--- src/rtl/core/api_rfc_pkg.sv ---
package api_rfc_pkg;

   localparam int unsigned BYTE_W = 8;
   localparam int unsigned LEN_W = 16;
   localparam int unsigned STATUS_W = 2;
   localparam int unsigned CSR_INDEX_W = 8;

   localparam logic [BYTE_W-1:0] START_DELIM = 8'h7E;
   localparam logic [BYTE_W-1:0] GOOD_SUM = 8'hFF;
   localparam logic [LEN_W-1:0] MIN_BODY_FOR_ID = 16'd2;

   localparam logic [STATUS_W-1:0] ST_OK = 2'd0;
   localparam logic [STATUS_W-1:0] ST_BAD_SUM = 2'd1;
   localparam logic [STATUS_W-1:0] ST_BAD_ID = 2'd2;
   localparam logic [STATUS_W-1:0] ST_SHORT = 2'd3;

   localparam logic [CSR_INDEX_W-1:0] REG_EXPECTED_ID = 8'd0;
   localparam logic [CSR_INDEX_W-1:0] REG_CODE_POSITION = 8'd1;

   localparam logic [BYTE_W-1:0] EXPECTED_ID_RESET = 8'd0;
   localparam logic [BYTE_W-1:0] CODE_POSITION_RESET = 8'd1;

   typedef struct packed {
      logic              valid;
      logic [BYTE_W-1:0] data;
   } byte_xfer_type;

   typedef struct packed {
      logic [BYTE_W-1:0] expected_id;
      logic [BYTE_W-1:0] code_position;
   } cfg_type;

endpackage

--- src/rtl/core/api_rfc_in_stage.sv ---
module api_rfc_in_stage (
   input  logic                          clock,
   input  logic                          reset,
   input  logic                          req_valid,
   output logic                          req_ready,
   input  logic [api_rfc_pkg::BYTE_W-1:0] req_rx_byte,
   input  logic                          advance,
   output api_rfc_pkg::byte_xfer_type    held
);
   import api_rfc_pkg::*;

   logic              valid_ff;
   logic              valid_in;
   logic [BYTE_W-1:0] data_ff;
   logic [BYTE_W-1:0] data_in;
   logic              take;

   assign req_ready = !valid_ff || advance;
   assign take = req_valid && req_ready;

   always_comb begin
      valid_in = valid_ff;
      data_in = data_ff;
      if (take) begin
         valid_in = 1'b1;
         data_in = req_rx_byte;
      end else if (advance) begin
         valid_in = 1'b0;
      end
   end

   always_ff @(posedge clock) begin
      if (reset) begin
         valid_ff <= 1'b0;
      end else begin
         valid_ff <= valid_in;
      end
      data_ff <= data_in;
   end

   assign held.valid = valid_ff;
   assign held.data = data_ff;

endmodule

--- src/rtl/core/api_rfc_parser.sv ---
module api_rfc_parser (
   input  logic                            clock,
   input  logic                            reset,
   input  api_rfc_pkg::byte_xfer_type      held,
   input  api_rfc_pkg::cfg_type            cfg,
   output logic                            advance,
   output logic                            rsp_valid,
   input  logic                            rsp_ready,
   output logic [api_rfc_pkg::STATUS_W-1:0] rsp_status,
   output logic [api_rfc_pkg::BYTE_W-1:0]  rsp_frame_type,
   output logic [api_rfc_pkg::BYTE_W-1:0]  rsp_frame_id,
   output logic [api_rfc_pkg::BYTE_W-1:0]  rsp_code,
   output logic [api_rfc_pkg::LEN_W-1:0]   rsp_body_length
);
   import api_rfc_pkg::*;

   typedef enum logic [1:0] {
      PH_IDLE,
      PH_LEN_HI,
      PH_LEN_LO,
      PH_BODY
   } phase_type;

   phase_type         phase_ff, phase_in;
   logic [BYTE_W-1:0] len_hi_ff, len_hi_in;
   logic [LEN_W-1:0]  length_ff, length_in;
   logic [LEN_W-1:0]  index_ff, index_in;
   logic [BYTE_W-1:0] sum_ff, sum_in;
   logic [BYTE_W-1:0] type_ff, type_in;
   logic [BYTE_W-1:0] id_ff, id_in;
   logic [BYTE_W-1:0] code_ff, code_in;

   logic                out_valid_ff, out_valid_in;
   logic [STATUS_W-1:0] out_status_ff, out_status_in;
   logic [BYTE_W-1:0]   out_type_ff, out_type_in;
   logic [BYTE_W-1:0]   out_id_ff, out_id_in;
   logic [BYTE_W-1:0]   out_code_ff, out_code_in;
   logic [LEN_W-1:0]    out_length_ff, out_length_in;

   logic              last_byte;
   logic              out_free;
   logic              emit;
   logic [BYTE_W-1:0] sum_next;

   assign last_byte = (phase_ff == PH_BODY) && (index_ff == length_ff);
   assign out_free = !out_valid_ff || rsp_ready;
   assign advance = held.valid && (out_free || !last_byte);
   assign emit = advance && last_byte;
   assign sum_next = sum_ff + held.data;

   always_comb begin
      phase_in = phase_ff;
      len_hi_in = len_hi_ff;
      length_in = length_ff;
      index_in = index_ff;
      sum_in = sum_ff;
      type_in = type_ff;
      id_in = id_ff;
      code_in = code_ff;
      if (advance) begin
         case (phase_ff)
            PH_IDLE: begin
               if (held.data == START_DELIM) begin
                  phase_in = PH_LEN_HI;
               end
            end
            PH_LEN_HI: begin
               len_hi_in = held.data;
               phase_in = PH_LEN_LO;
            end
            PH_LEN_LO: begin
               length_in = {len_hi_ff, held.data};
               index_in = '0;
               sum_in = '0;
               type_in = '0;
               id_in = '0;
               code_in = '0;
               phase_in = PH_BODY;
            end
            PH_BODY: begin
               sum_in = sum_next;
               if (last_byte) begin
                  index_in = '0;
                  phase_in = PH_IDLE;
               end else begin
                  if (index_ff == LEN_W'(0)) begin
                     type_in = held.data;
                  end
                  if (index_ff == LEN_W'(1)) begin
                     id_in = held.data;
                  end
                  if (index_ff == LEN_W'(cfg.code_position)) begin
                     code_in = held.data;
                  end
                  index_in = index_ff + LEN_W'(1);
               end
            end
            default: begin
               phase_in = PH_IDLE;
            end
         endcase
      end
   end

   always_comb begin
      out_valid_in = out_valid_ff && !rsp_ready;
      out_status_in = out_status_ff;
      out_type_in = out_type_ff;
      out_id_in = out_id_ff;
      out_code_in = out_code_ff;
      out_length_in = out_length_ff;
      if (emit) begin
         out_valid_in = 1'b1;
         if (sum_next != GOOD_SUM) begin
            out_status_in = ST_BAD_SUM;
         end else if (length_ff < MIN_BODY_FOR_ID) begin
            out_status_in = ST_SHORT;
         end else if (id_ff != cfg.expected_id) begin
            out_status_in = ST_BAD_ID;
         end else begin
            out_status_in = ST_OK;
         end
         out_type_in = type_ff;
         out_id_in = id_ff;
         out_code_in = code_ff;
         out_length_in = length_ff;
      end
   end

   always_ff @(posedge clock) begin
      if (reset) begin
         phase_ff <= PH_IDLE;
         length_ff <= '0;
         index_ff <= '0;
         sum_ff <= '0;
         type_ff <= '0;
         id_ff <= '0;
         code_ff <= '0;
         out_valid_ff <= 1'b0;
      end else begin
         phase_ff <= phase_in;
         length_ff <= length_in;
         index_ff <= index_in;
         sum_ff <= sum_in;
         type_ff <= type_in;
         id_ff <= id_in;
         code_ff <= code_in;
         out_valid_ff <= out_valid_in;
      end
      len_hi_ff <= len_hi_in;
      out_status_ff <= out_status_in;
      out_type_ff <= out_type_in;
      out_id_ff <= out_id_in;
      out_code_ff <= out_code_in;
      out_length_ff <= out_length_in;
   end

   assign rsp_valid = out_valid_ff;
   assign rsp_status = out_status_ff;
   assign rsp_frame_type = out_type_ff;
   assign rsp_frame_id = out_id_ff;
   assign rsp_code = out_code_ff;
   assign rsp_body_length = out_length_ff;

   a_index_in_frame: assert property (@(posedge clock) disable iff (reset)
      (phase_ff == PH_BODY) |-> (index_ff <= length_ff))
      else $error("byte index has run past the frame length");

   a_result_from_body: assert property (@(posedge clock) disable iff (reset)
      $rose(out_valid_ff) |-> $past(phase_ff == PH_BODY))
      else $error("result raised outside the body phase");

   a_result_ends_frame: assert property (@(posedge clock) disable iff (reset)
      emit |=> (phase_ff == PH_IDLE) && out_valid_ff)
      else $error("frame end did not return to idle with a result");

   a_short_status: assert property (@(posedge clock) disable iff (reset)
      (out_valid_ff && (out_status_ff == ST_OK || out_status_ff == ST_BAD_ID))
         |-> (out_length_ff >= MIN_BODY_FOR_ID))
      else $error("short frame reported with an identifier status");

   a_no_overwrite: assert property (@(posedge clock) disable iff (reset)
      (out_valid_ff && !rsp_ready) |-> !emit)
      else $error("result overwritten before its transfer");

endmodule

--- src/rtl/core/api_response_frame_checker_core.sv ---
// A byte transfer that closes a frame is held in the input stage, then its result is registered in the result register.
// Throughput: one received byte per cycle; the result register frees the input side,
// so only the frame-closing byte waits while an earlier result is still untaken.
// Configuration writes apply to every byte that the parser takes after their transfer.
// Synchronous active-high reset returns the parser to waiting for a start delimiter,
// empties both stages and sets expected_id to 0 and code_position to 1.
module api_response_frame_checker_core (
   input  logic                               clock,
   input  logic                               reset,
   input  logic                               req_valid,
   output logic                               req_ready,
   input  logic [api_rfc_pkg::BYTE_W-1:0]     req_rx_byte,
   output logic                               rsp_valid,
   input  logic                               rsp_ready,
   output logic [api_rfc_pkg::STATUS_W-1:0]   rsp_status,
   output logic [api_rfc_pkg::BYTE_W-1:0]     rsp_frame_type,
   output logic [api_rfc_pkg::BYTE_W-1:0]     rsp_frame_id,
   output logic [api_rfc_pkg::BYTE_W-1:0]     rsp_code,
   output logic [api_rfc_pkg::LEN_W-1:0]      rsp_body_length,
   input  logic                               csr_valid,
   output logic                               csr_ready,
   input  logic [api_rfc_pkg::CSR_INDEX_W-1:0] csr_index,
   input  logic [api_rfc_pkg::BYTE_W-1:0]     csr_wdata
);
   import api_rfc_pkg::*;

   cfg_type       cfg_ff, cfg_in;
   byte_xfer_type held;
   logic          advance;

   assign csr_ready = 1'b1;

   always_comb begin
      cfg_in = cfg_ff;
      if (csr_valid && csr_ready) begin
         case (csr_index)
            REG_EXPECTED_ID: cfg_in.expected_id = csr_wdata;
            REG_CODE_POSITION: cfg_in.code_position = csr_wdata;
            default: cfg_in = cfg_ff;
         endcase
      end
   end

   always_ff @(posedge clock) begin
      if (reset) begin
         cfg_ff.expected_id <= EXPECTED_ID_RESET;
         cfg_ff.code_position <= CODE_POSITION_RESET;
      end else begin
         cfg_ff <= cfg_in;
      end
   end

   api_rfc_in_stage u_in_stage (
      .clock       (clock),
      .reset       (reset),
      .req_valid   (req_valid),
      .req_ready   (req_ready),
      .req_rx_byte (req_rx_byte),
      .advance     (advance),
      .held        (held)
   );

   api_rfc_parser u_parser (
      .clock           (clock),
      .reset           (reset),
      .held            (held),
      .cfg             (cfg_ff),
      .advance         (advance),
      .rsp_valid       (rsp_valid),
      .rsp_ready       (rsp_ready),
      .rsp_status      (rsp_status),
      .rsp_frame_type  (rsp_frame_type),
      .rsp_frame_id    (rsp_frame_id),
      .rsp_code        (rsp_code),
      .rsp_body_length (rsp_body_length)
   );

endmodule
--- config.mk ---
export PLATFORM = sky130hd
export DESIGN_NAME = api_response_frame_checker_core
export DESIGN_NICKNAME = d
export VERILOG_FILES = /design/src/rtl/core/api_rfc_pkg.sv /design/src/rtl/core/api_rfc_in_stage.sv /design/src/rtl/core/api_rfc_parser.sv /design/src/rtl/core/api_response_frame_checker_core.sv
export SDC_FILE = /design/constraint.sdc
export NUM_CORES = 1
export LEC_CHECK = 0
export BUFFER_PORTS_ARGS = -buffer_cell sky130_fd_sc_hd__buf_2
export CORE_UTILIZATION = 52
export CTS_CLUSTER_DIAMETER = 40
export DETAILED_ROUTE_END_ITERATION = 8
export GPL_ROUTABILITY_DRIVEN = 0
export HOLD_SLACK_MARGIN = 0.06
export MAX_ROUTING_LAYER = met4
export PLACE_DENSITY_LB_ADDON = 0.3
export SETUP_SLACK_MARGIN = 0.2
export SLEW_MARGIN = 5
export SYNTH_ARGS = -nofsm -noshare
export SYNTH_HDL_FRONTEND = slang
export SYNTH_SLANG_ARGS = --single-unit
--- constraint.sdc ---
create_clock -name clock -period 3.7 [get_ports clock]
set_clock_uncertainty 0.2 [all_clocks]
set_input_delay 0 -clock clock [delete_from_list [all_inputs] [get_ports clock]]
set_output_delay 0 -clock clock [all_outputs]
set_load 0.005 [all_outputs]
==> reports/summary.txt <==
STA
----------------------------------------------------------------------------------------------------
Actual transition at the worst max-transition pin                                            1192 ps
Final period util                                                                             0.8236
Maximum clock frequency                                                                    328.2 MHz
Final Hold Viols                                                                                   0
Sum of negative setup slack                                                                     0 ps
RSZ-0062 raised after global routing                                                           false
Max-slew violation total from the final report                                                     0
Endpoints failing setup                                                                            0
Clock period minus worst slack                                                               3047 ps
Headroom to the max-slew limit                                                                0.2056

ROUTING
----------------------------------------------------------------------------------------------------
ANT nets after route                                                                               0
DRC violation count after routing                                                                  0
Number of design-rule violations left by the first detailed-router iteration                     335
Routed wire length                                                                         14,210 um
Routed wirelength normalized by instance count                                              18.36 um
Vias                                                                                           4,364
Avg Vias per Cell                                                                              5.638
TritonRoute pass-1 iters                                                                           5

SYNTH
----------------------------------------------------------------------------------------------------
Mapped Avg Cell Area                                                                     11.51 sq um
Post-synth EDFFs                                                                                  58
Unique masters post-synth                                                                         52
Sequential cell area fraction in the yosys report                                             0.5855
Warnings, synthesis                                                                                0
Number of storage elements in the synthesis netlist                                              142
Cell area after synthesis                                                                 5847 sq um
Most used flip-flop cell after synthesis                                                sky130_fd_sc_hd__dfxtp_1
Cells after synthesis                                                                            508
Syn nets                                                                                         552
Share of synthesized flip-flops with an asynchronous set or reset                                  0

CLOCK TREE
----------------------------------------------------------------------------------------------------
Clock-pin slew reported for the worst setup and hold paths after clock tree synthesis          60 ps
Clock tree from TritonCTS                                                                      built
Max Buffers Root-to-Sink                                                                           2
Cell at the root of the clock tree                                                      sky130_fd_sc_hd__clkbuf_8
Number of clock sinks                                                                            142
Worst-Skew Late Latency                                                                       540 ps
Total CTS buffers                                                                                 17
CTS H-tree lvls                                                                                    4
Number of instances resized during post-cts repair                                                 0

SETUP PATH
----------------------------------------------------------------------------------------------------
Type of the setup path with the least slack                                               reg -> reg
Worst R2R Setup Slack                                                                         650 ps
Critical Path End Type                                                                          flop
Reg-to-reg critical path startpoint                                                     u_parser.index_ff[7]$_SDFFE_PP0P_
Cell count of the worst reg-to-reg path                                                            6
Startpoint types                                                                                flop
WP data required                                                                             3670 ps
Maximum fanout count along the critical path                                                      42
Reg2Reg Capture Point                                                                   u_parser.rsp_frame_type[4]$_DFFE_PP_
Data arrival time of the critical path                                                       3020 ps

HOLD PATH
----------------------------------------------------------------------------------------------------
Min-Delay Path Class                                                                       in -> reg
Worst hold path stage count                                                                        4
Hold Startpoint                                                                         csr_wdata[2]
Worst Hold Path EP                                                                      cfg_ff[10]$_SDFFE_PP0P_

PLACE
----------------------------------------------------------------------------------------------------
HPWL reported at the end of detailed placement                                               8971 um
Number of I/O port buffers                                                                        72
Placed cell areas                                                                         6265 sq um

FINISH
----------------------------------------------------------------------------------------------------
Leading cell types in the layout, fill and taps excluded                                sky130_fd_sc_hd__dfxtp_1, sky130_fd_sc_hd__buf_2, sky130_fd_sc_hd__edfxtp_1
Most common cell after layout, fill and taps aside                                      sky130_fd_sc_hd__dfxtp_1
Final net count                                                                                  665
Area delta synth->final                                                                       24.16%
Share of layout cells above drive strength 1                                                  0.1782
Number of fill cells                                                                             829
Antenna Diode Count                                                                                0
Share of the core filled with cells                                                           0.6667
Post-route cell area                                                                      7259 sq um

GLOBAL ROUTE
----------------------------------------------------------------------------------------------------
Total routing usage reported by global routing                                                0.2673
Pin count of the biggest net entering global routing                                              48
Wire length of the first global-routing pass                                               22,340 um
Via count of the first global-routing pass                                                     4,268
Remaining Overflow, GRT                                                                            0
Initial antenna violation count                                                                    0

FLOORPLAN
----------------------------------------------------------------------------------------------------
Boundary Pins                                                                                     74
Die boundary width                                                                          108.0 um
Std cell rows                                                                                     38
Core area                                                                               10,890 sq um
Initial Utilization                                                                           0.5370
Chip Height                                                                                 108.0 um
Area of the die                                                                         11,670 sq um

RUN
----------------------------------------------------------------------------------------------------
Total of max-cap violations                                                                        0

POWER AND IR DROP
----------------------------------------------------------------------------------------------------
Power density over the cells                                                            457.9 nW/um^2
IR Drop Worst-Case VDD                                                                     0.4725 mV
Overall power after layout                                                                  3.324 mW
Leakage power                                                                               2.994 nW

RUN STATUS
----------------------------------------------------------------------------------------------------
Outcome                                                                                 complete, no violations

[metrics by stage]
stage	hold WS (ps)	worst slack, ps	std cells
4_1_cts	60.52	712.1	774
6_report	65.00	652.8	774
3_5_place_dp	-21.22	740.3	697
3_3_place_gp	-23.17	824.2	697
5_1_grt	104.3	410.8	774
2_1_floorplan	-101.1	430.1	508
[worst max path at each step]
| stage | depth (start not counted) | startpoint | endpoint |
|---|---|---|---|
| 2_1_floorplan | 8 | u_parser.index_ff[0]$_SDFFE_PP0P_ | u_parser.rsp_body_length[0]$_DFFE_PP_ |
| 3_3_place_gp | 6 | u_parser.index_ff[0]$_SDFFE_PP0P_ | u_parser.rsp_frame_type[6]$_DFFE_PP_ |
| 3_5_place_dp | 6 | u_parser.index_ff[6]$_SDFFE_PP0P_ | u_parser.rsp_code[3]$_DFFE_PP_ |
| 4_1_cts | 6 | u_parser.index_ff[6]$_SDFFE_PP0P_ | u_parser.rsp_frame_type[6]$_DFFE_PP_ |
| 5_1_grt | 6 | u_parser.index_ff[7]$_SDFFE_PP0P_ | u_parser.rsp_body_length[4]$_DFFE_PP_ |
| 6_report | 6 | u_parser.index_ff[7]$_SDFFE_PP0P_ | u_parser.rsp_frame_type[4]$_DFFE_PP_ |
[synthesized netlist by cell type, drive strengths merged, types with 5 or more instances]
| library cell | n | share of area |
|---|---|---|
| a21o | 7 | 0.0090 |
| a21oi | 14 | 0.013 |
| a22o | 27 | 0.040 |
| buf | 19 | 0.021 |
| clkbuf | 7 | 0.0045 |
| dfxtp | 84 | 0.29 |
| edfxtp | 58 | 0.30 |
| ha | 14 | 0.030 |
| inv | 17 | 0.011 |
| mux2i | 32 | 0.055 |
| nand2 | 25 | 0.016 |
| nand3 | 12 | 0.010 |
| nand4 | 7 | 0.0075 |
| nor2 | 50 | 0.032 |
| nor3 | 14 | 0.012 |
| nor4 | 16 | 0.018 |
| o21ai | 23 | 0.020 |
| or3 | 5 | 0.0053 |
| xnor2 | 11 | 0.016 |
| xor2 | 26 | 0.039 |
[critical path, stage by stage, from the launching register on]
cell and delay [ps]:
sky130_fd_sc_hd__dfxtp_1 510, sky130_fd_sc_hd__xor2_1 120, sky130_fd_sc_hd__nor4_1 380, sky130_fd_sc_hd__and4_1 620, sky130_fd_sc_hd__nand3_1 250, sky130_fd_sc_hd__nor2_4 120, sky130_fd_sc_hd__buf_4 470
[flip-flops by register name, indices dropped and copies added (netlist names)]
name / cells
u_in_stage.valid_ff: 1
u_parser.rsp_frame_id: 8
u_parser.index_ff: 16
u_parser.rsp_valid: 1
u_parser.length_ff: 16
u_parser.code_ff: 8
u_parser.rsp_code: 8
u_parser.rsp_body_length: 16
cfg_ff: 16
u_parser.sum_ff: 8
u_parser.type_ff: 8
u_parser.len_hi_ff: 8
u_parser.id_ff: 8
u_in_stage.data_ff: 8
u_parser.rsp_status: 2
u_parser.phase_ff: 2
u_parser.rsp_frame_type: 8
[kinds of logic (layout without fill, tap and decap cells)]
kind of cell	count (synthesis)	in the layout	synth area share
other	1	1	0.0006414
AND/OR/NAND/NOR	149	149	0.1254
multiplexers	32	32	0.05478
adder cells (fa/ha/maj)	15	15	0.03338
AO/OA/AOI/OAI	89	89	0.1087
buffers and inverters	43	169	0.03616
flip-flops	142	142	0.5855
XOR/XNOR	37	37	0.05542
[layer usage]
layer | global-route usage | vias up | wire length [um] | part of all wire
li1 | - | 2065 | - | -
met1 | 0.3200 | 2091 | 6000 | 0.42
met2 | 0.4327 | 177 | 6998 | 0.49
met3 | 0.06570 | 31 | 845 | 0.059
met4 | 0.1076 | 0 | 367 | 0.026
met5 | - | - | 0 | 0
[cell type report]
| type | instances | area [sq um] | share of cell area |
|---|---|---|---|
| clock buffer | 19 | 442.9 | 0.06101 |
| multi-input combinational | 323 | 2220 | 0.3058 |
| clock inverter | 13 | 101.3 | 0.01396 |
| sequential | 142 | 3423 | 0.4716 |
| tap | 140 | 175.2 | 0.02413 |
| inverter | 17 | 63.81 | 0.008790 |
| timing repair buffer | 120 | 833.3 | 0.1148 |
[power breakdown]
part           leakage, nW  switching (mW)  internal (mW)  total, mW
Clock                0.257           0.699          0.873       1.57
Combinational         1.46          0.0474         0.0517     0.0992
Sequential            1.27          0.0233           1.63       1.65
[repair_timing]
action	4_1_cts	5_1_grt
setup endpoints to repair	0	0
buffers inserted	0	0
endpoints found under the hold margin	61	0
hold buffers	45	0
(Power assumes the default switching activity.)
